==> src/hw/rtl/ipck_pkg.sv <==
// Shared types, constants and the ones'-complement adder for the checksum engine.
package ipck_pkg;

   // Frame bytes at or beyond this index are not summed
   localparam logic [15:0] MAX_FRAME_BYTES = 16'd2048;
   localparam logic [6:0]  LINK_HDR_RESET  = 7'd14;
   localparam logic [15:0] IP_HDR_BYTES    = 16'd20;
   localparam logic [15:0] TCP_HDR_END     = 16'd40;
   localparam logic [15:0] ADDR_WORD_START = 16'd12;
   localparam logic [15:0] TOT_LEN_HI_OFS  = 16'd2;
   localparam logic [15:0] TOT_LEN_LO_OFS  = 16'd3;
   localparam logic [15:0] MIN_TOTAL_LEN   = 16'd40;
   localparam logic [15:0] PROTO_TCP       = 16'd6;

   // Frame summary handed from the accumulator to the finishing stage
   typedef struct packed {
      logic [15:0] hdr_sum;
      logic [15:0] seg_sum;
      logic [15:0] total_len;
      logic [16:0] byte_count;
   } snap_type;

   // 16-bit add with end-around carry
   function automatic logic [15:0] oc_add(input logic [15:0] a, input logic [15:0] b);
      logic [16:0] s;
      s = {1'b0, a} + {1'b0, b};
      return s[15:0] + {15'b0, s[16]};
   endfunction

endpackage

==> src/hw/rtl/ipck_frame.sv <==
// Per-byte frame tracking: position, header and segment sums, total length, frame snapshot.
module ipck_frame (
   input  logic                clock,
   input  logic                reset,
   input  logic [6:0]          link_hdr_len,
   input  logic                in_valid,
   output logic                in_ready,
   input  logic [7:0]          in_byte,
   input  logic                in_last,
   output logic                snap_valid,
   input  logic                snap_ready,
   output ipck_pkg::snap_type  snap
);
   import ipck_pkg::*;

   logic [15:0] pos_ff, pos_in;
   logic [15:0] hdr_ff, hdr_in;
   logic [15:0] seg_ff, seg_in;
   logic [15:0] tlen_ff, tlen_in;
   logic        snap_valid_ff, snap_valid_in;
   snap_type    snap_ff, snap_in;

   logic        accept;
   logic        in_window;
   logic [15:0] ofs;
   logic        in_ip_hdr;
   logic [15:0] word;
   logic        add_seg;

   // Take a new word whenever the snapshot slot is free or draining
   assign in_ready = !snap_valid_ff || snap_ready;
   assign accept   = in_valid && in_ready;

   // Locate the byte inside the IP packet
   assign in_window = (pos_ff < MAX_FRAME_BYTES) && (pos_ff >= {9'b0, link_hdr_len});
   assign ofs       = pos_ff - {9'b0, link_hdr_len};
   assign in_ip_hdr = ofs < IP_HDR_BYTES;
   assign word      = ofs[0] ? {8'h00, in_byte} : {in_byte, 8'h00};
   assign add_seg   = in_window && (in_ip_hdr ? (ofs >= ADDR_WORD_START)
                                              : ((ofs < TCP_HDR_END) || (ofs < tlen_ff)));

   // Advance the running sums for this byte
   always_comb begin
      logic [15:0] hdr_n;
      logic [15:0] seg_n;
      logic [15:0] tlen_n;
      logic [15:0] pos_n;
      hdr_n  = (in_window && in_ip_hdr) ? oc_add(hdr_ff, word) : hdr_ff;
      seg_n  = add_seg ? oc_add(seg_ff, word) : seg_ff;
      tlen_n = tlen_ff;
      if (in_window && ofs == TOT_LEN_HI_OFS) begin
         tlen_n[15:8] = in_byte;
      end
      if (in_window && ofs == TOT_LEN_LO_OFS) begin
         tlen_n[7:0] = in_byte;
      end
      pos_n = (pos_ff == 16'hffff) ? pos_ff : pos_ff + 16'd1;

      snap_in.hdr_sum    = hdr_n;
      snap_in.seg_sum    = seg_n;
      snap_in.total_len  = tlen_n;
      snap_in.byte_count = {1'b0, pos_ff} + 17'd1;

      pos_in  = pos_ff;
      hdr_in  = hdr_ff;
      seg_in  = seg_ff;
      tlen_in = tlen_ff;
      if (accept) begin
         if (in_last) begin
            pos_in  = '0;
            hdr_in  = '0;
            seg_in  = '0;
            tlen_in = '0;
         end else begin
            pos_in  = pos_n;
            hdr_in  = hdr_n;
            seg_in  = seg_n;
            tlen_in = tlen_n;
         end
      end

      snap_valid_in = snap_valid_ff && !snap_ready;
      if (accept && in_last) begin
         snap_valid_in = 1'b1;
      end
   end

   // Hold frame state; clear it after the last word
   always_ff @(posedge clock) begin
      if (reset) begin
         pos_ff        <= '0;
         hdr_ff        <= '0;
         seg_ff        <= '0;
         tlen_ff       <= '0;
         snap_valid_ff <= 1'b0;
      end else begin
         pos_ff        <= pos_in;
         hdr_ff        <= hdr_in;
         seg_ff        <= seg_in;
         tlen_ff       <= tlen_in;
         snap_valid_ff <= snap_valid_in;
      end
   end

   // Capture the frame summary on the last word
   always_ff @(posedge clock) begin
      if (accept && in_last) begin
         snap_ff <= snap_in;
      end
   end

   assign snap_valid = snap_valid_ff;
   assign snap       = snap_ff;

endmodule

==> src/hw/rtl/ipck_final.sv <==
// Pseudo-header completion, length checks and the result register.
module ipck_final (
   input  logic                clock,
   input  logic                reset,
   input  logic [6:0]          link_hdr_len,
   input  logic                snap_valid,
   output logic                snap_ready,
   input  ipck_pkg::snap_type  snap,
   output logic                out_valid,
   input  logic                out_ready,
   output logic [15:0]         out_ip_sum,
   output logic [15:0]         out_tcp_sum,
   output logic                out_len_err,
   output logic                out_short
);
   import ipck_pkg::*;

   logic        valid_ff, valid_in;
   logic [15:0] ip_sum_ff, tcp_sum_ff;
   logic        len_err_ff, short_ff;
   logic        load;
   logic [15:0] tcp_proto;
   logic [15:0] tcp_full;
   logic        len_err;
   logic [16:0] need;
   logic        short_fr;

   assign snap_ready = !valid_ff || out_ready;
   assign load       = snap_valid && snap_ready;

   // Fold in the protocol and length words of the pseudo-header
   assign tcp_proto = oc_add(snap.seg_sum, PROTO_TCP);
   assign tcp_full  = oc_add(tcp_proto, snap.total_len - IP_HDR_BYTES);

   // Check the frame length against the IP total length
   assign len_err  = snap.total_len < MIN_TOTAL_LEN;
   assign need     = {10'b0, link_hdr_len} + {1'b0, len_err ? MIN_TOTAL_LEN : snap.total_len};
   assign short_fr = (snap.byte_count < need) || (need > {1'b0, MAX_FRAME_BYTES});

   assign valid_in = load || (valid_ff && !out_ready);

   always_ff @(posedge clock) begin
      if (reset) begin
         valid_ff <= 1'b0;
      end else begin
         valid_ff <= valid_in;
      end
   end

   // Load the result word
   always_ff @(posedge clock) begin
      if (load) begin
         ip_sum_ff  <= snap.hdr_sum;
         tcp_sum_ff <= tcp_full;
         len_err_ff <= len_err;
         short_ff   <= short_fr;
      end
   end

   assign out_valid   = valid_ff;
   assign out_ip_sum  = ip_sum_ff;
   assign out_tcp_sum = tcp_sum_ff;
   assign out_len_err = len_err_ff;
   assign out_short   = short_ff;

endmodule

==> src/hw/rtl/ip_tcp_checksum_engine_core.sv <==
// The last frame byte is captured in the frame summary register, then in the result register.
// Throughput: one byte per cycle unless a held frame summary waits on the result register; each sum adds once per byte.
// A frame summary register and the result register let new bytes flow while a result waits.
// Reset: link header length returns to 14, all frame sums and the byte position clear.
// Top level of the IPv4/TCP checksum engine.
module ip_tcp_checksum_engine_core (
   input  logic        clock,
   input  logic        reset,
   input  logic        csr_wr_en,
   input  logic [6:0]  csr_wr_data,   // link_header_len
   input  logic        req_tvalid,
   output logic        req_tready,
   input  logic [7:0]  req_tdata,     // [7:0] data_byte
   input  logic        req_tlast,
   output logic        rsp_tvalid,
   input  logic        rsp_tready,
   output logic [31:0] rsp_tdata,     // [15:0] ip_header_sum, [31:16] tcp_sum
   output logic [1:0]  rsp_tuser      // [0] length_error, [1] short_frame
);
   import ipck_pkg::*;

   logic [6:0]  link_hdr_len_ff, link_hdr_len_in;
   logic        snap_valid;
   logic        snap_ready;
   snap_type    snap;
   logic [15:0] ip_sum;
   logic [15:0] tcp_sum;
   logic        len_err;
   logic        short_fr;

   // Configuration register
   assign link_hdr_len_in = csr_wr_en ? csr_wr_data : link_hdr_len_ff;

   always_ff @(posedge clock) begin
      if (reset) begin
         link_hdr_len_ff <= LINK_HDR_RESET;
      end else begin
         link_hdr_len_ff <= link_hdr_len_in;
      end
   end

   ipck_frame u_frame (
      .clock        (clock),
      .reset        (reset),
      .link_hdr_len (link_hdr_len_ff),
      .in_valid     (req_tvalid),
      .in_ready     (req_tready),
      .in_byte      (req_tdata),
      .in_last      (req_tlast),
      .snap_valid   (snap_valid),
      .snap_ready   (snap_ready),
      .snap         (snap)
   );

   ipck_final u_final (
      .clock        (clock),
      .reset        (reset),
      .link_hdr_len (link_hdr_len_ff),
      .snap_valid   (snap_valid),
      .snap_ready   (snap_ready),
      .snap         (snap),
      .out_valid    (rsp_tvalid),
      .out_ready    (rsp_tready),
      .out_ip_sum   (ip_sum),
      .out_tcp_sum  (tcp_sum),
      .out_len_err  (len_err),
      .out_short    (short_fr)
   );

   assign rsp_tdata = {tcp_sum, ip_sum};
   assign rsp_tuser = {short_fr, len_err};

endmodule

==> config.mk <==
export PLATFORM = sky130hd
export DESIGN_NAME = ip_tcp_checksum_engine_core
export DESIGN_NICKNAME = d
export VERILOG_FILES = /design/src/hw/rtl/ipck_pkg.sv /design/src/hw/rtl/ipck_frame.sv /design/src/hw/rtl/ipck_final.sv /design/src/hw/rtl/ip_tcp_checksum_engine_core.sv
export SDC_FILE = /design/constraint.sdc
export NUM_CORES = 1
export LEC_CHECK = 0
export BUFFER_PORTS_ARGS = -buffer_cell sky130_fd_sc_hd__buf_4
export CAP_MARGIN = 10
export CELL_PAD_IN_SITES_DETAIL_PLACEMENT = 0
export CELL_PAD_IN_SITES_GLOBAL_PLACEMENT = 1
export CORE_MARGIN = 3
export CORE_UTILIZATION = 50
export DETAILED_ROUTE_END_ITERATION = 12
export PLACE_DENSITY_LB_ADDON = 0.1
export SYNTH_ARGS = -nofsm -noshare
export SYNTH_HDL_FRONTEND = slang
export SYNTH_SLANG_ARGS = --single-unit
==> constraint.sdc <==
create_clock -name clock -period 10.02 [get_ports clock]
set_clock_uncertainty 0.05 [all_clocks]
set_input_delay 1.002 -clock clock [delete_from_list [all_inputs] [get_ports clock]]
set_output_delay 1.002 -clock clock [all_outputs]
set_load 0.05 [all_outputs]
==> impl_metrics.ini <==
[pwr]
power_density_nw_per_um2 = 129.5
vdd_drop_max_v = 0.00009911
power_uw = 1762
p_leak_uw = 0.005411

[place]
dp_slack_ps = 4006
routabilityCongestion = 0.8820
io_buffers = 56
dp.final_hpwl_um = 23770

[synthesis]
synthCells = 1330
synth_enable_flop_cells = 99
ys_ff_latch = 172
netlist_area_um2 = 12350
async_flop_share_pct = 0
syn_area_per_cell_um2 = 9.289
ys_warn_count = 0
ys_types = 82
synth-seq-area-share_pct = 35.89
syn-num-nets = 1460
synth_ff_type = edfxtp_1

[die]
fp-row-count = 56
die_h_um = 163.2
io_pins = 57
initial_core_util_pct = 51.71
die_x_um = 163.2
die_area_um2 = 26630
core-area_um2 = 23890

[detailed_routing]
first_pass_iters = 5
drc = 0
via_count = 9789
avgRoutedWirePerCell_um = 18.53
routed_wl_um = 31270
via_per_inst = 5.799
postRouteAntennaNets = 0
dr.first_iter.drc_count = 749

[sta]
hold_viol_final = 0
period_minus_slack_ps = 6089
setup_viol = 0
grt_setup_unrepaired = false
worst_slew_pin_slew_ps = 1190
relSlewSlack_pct = 20.49
finalCritPeriodShare_pct = 60.77
finalSetupTns_ps = 0
drv_slew = 0
setup_ws_ps = 3931
fmax_mhz = 164.2

[hold_path]
min_path_type = flop to flop
min_path_cells = 0

[clocking]
cts_resized = 0
clkTransAtPathRegs_ps = 70
cts_inserted_buffers = 17
clockRootBuffer = clkbuf_16
htree_levels = 4
clock_sinks = 172
ctsHoldBuffers = 0
clk_latency_ps = 440
cts_tree = built
cts_buffer_depth = 2
post_cts_buffers = 0

[cells_and_area]
drive_gt1_share_pct = 10.52
final_util_pct = 56.98
antenna_cells = 0
nets = 1486
nFillCells = 2173
final_cell_mix = nor2_1 (111), nand2_1 (105), ha_1 (104), edfxtp_1 (99), xnor2_1 (88)
syn_to_final_growth_pct = 10.19
final_common_cell = nor2_1

[grt]
grt_antenna_before_repair = 0
grt_first_pass_wirelength_um = 49600
grt_max_degree = 57
track_usage_pct = 23.68
grt_pass1_vias = 9076
overflow = 0

[setup_path]
cp-start-kind = flop
crit_arrival_ps = 6220
worst_r2r_path_depth = 24
cp-end-kind = flop
crit_path_max_fanout = 9
worstSetupPathType = flop to flop
required_ps = 10150

[flow_run]
max-cap-violations = 0

[status]
status = completed
## synth_stat cells (all sizes together) (13+ instances only)
cell     count  area (µm²)
a211oi      14       110.1
a21o        32       247.7
a21oi       67       346.6
a22oi       15       112.6
a32oi       17       148.9
and2        21       131.4
and3        19       118.9
buf         13       97.59
clkbuf      41       153.9
dfxtp       73        1461
edfxtp      99        2973
ha         104        1301
inv         66       247.7
mux2        21       236.5
nand2      105       394.1
nand3       35       175.2
nand3b      14       105.1
nand4       15       93.84
nor2       111       416.7
nor2b       21       131.4
nor3        36       190.2
o21ai       72       360.3
o2bb2ai     15       193.9
or3         16       100.1
xnor2       88       770.7
xor2        55       481.7
## state kept, by name (all words and copies together), names as in the netlist
name	flops
u_final.out_valid	1
u_frame.snap	65
u_frame.hdr_ff	16
link_hdr_len_ff	7
u_frame.tlen_ff	16
u_frame.snap_valid	1
u_final.out_short	1
u_final.out_tcp_sum	16
u_final.out_ip_sum	16
u_final.out_len_err	1
u_frame.seg_ff	16
u_frame.pos_ff	16
## kinds of logic after synthesis
family / count (synthesis) / share of synthesized area (%)
fa+ha+maj: 109 / 11.34
buf+inv: 120 / 4.041
xor+xnor: 145 / 10.50
flops: 172 / 35.89
compound gates: 318 / 18.00
simple gates: 441 / 17.99
mux: 25 / 2.238
## cell type report
class | count | area, µm² | area share [%]
Clock buffer | 17 | 425.4 | 3.125
Inverter | 66 | 247.7 | 1.820
Timing Repair Buffer | 61 | 457.9 | 3.364
Sequential cell | 172 | 4434 | 32.57
Tap cell | 319 | 399.1 | 2.932
Multi-Input combinational cell | 1038 | 7440 | 54.65
Clock inverter | 15 | 209.0 | 1.535
## layer usage
| metal | wire (µm) | vias to the layer above | GRT usage, % |
|---|---|---|---|
| met5 | 0 | - | 0 |
| li1 | - | 4903 | - |
| met3 | 1244 | 25 | 3.196 |
| met1 | 15230 | 4668 | 34.12 |
| met2 | 14500 | 193 | 38.52 |
| met4 | 306 | 0 | 4.421 |
## final timing paths
path / from / endpoint / slack, ps
setup / recovery: u_frame.snap[37]$_DFFE_PP_ / u_final.out_tcp_sum[15]$_DFFE_PP_ / 3930
hold / removal: u_frame.snap[58]$_DFFE_PP_ / u_final.out_ip_sum[9]$_DFFE_PP_ / 370
setup reg to reg: u_frame.snap[37]$_DFFE_PP_ / u_final.out_tcp_sum[15]$_DFFE_PP_ / 3930
hold reg to reg: u_frame.snap[58]$_DFFE_PP_ / u_final.out_ip_sum[9]$_DFFE_PP_ / 370
## power by group
group / total [µW] / leakage, µW / switching [µW] / internal [µW]
Combinational: 263 / 0.00358 / 166 / 97.0
Clock: 723 / 0.000308 / 301 / 422
Sequential: 776 / 0.00152 / 12.2 / 764
## worst max-delay path, stage by stage (launching register included)
cell,delay (ps)
edfxtp_1,510
o2111ai_1,310
nor2_1,440
and3_1,230
ha_1,240
ha_1,200
nor2b_1,210
nand2_1,70
nor3_1,280
nand2_1,140
xor2_1,180
ha_1,360
a21o_1,130
a21oi_1,80
o21ai_0,90
o21a_1,230
a31oi_1,100
a211o_1,300
o21bai_1,140
a21o_1,140
ha_1,160
nand3_1,150
or4_1,510
nor4_1,310
xnor3_1,260
## through the flow
step / cell area (µm²) / hold WS [ps] / cells
after floorplan: 12350 / 350.3 / 1330
after detailed placement: 12980 / 355.9 / 1656
after CTS: 13610 / 375.0 / 1688
after global routing: 13610 / 376.0 / 1688
after global placement: 12980 / 351.1 / 1656
final: 13610 / 373.6 / 1688
Note: power is estimated with default switching activity, not from simulation.
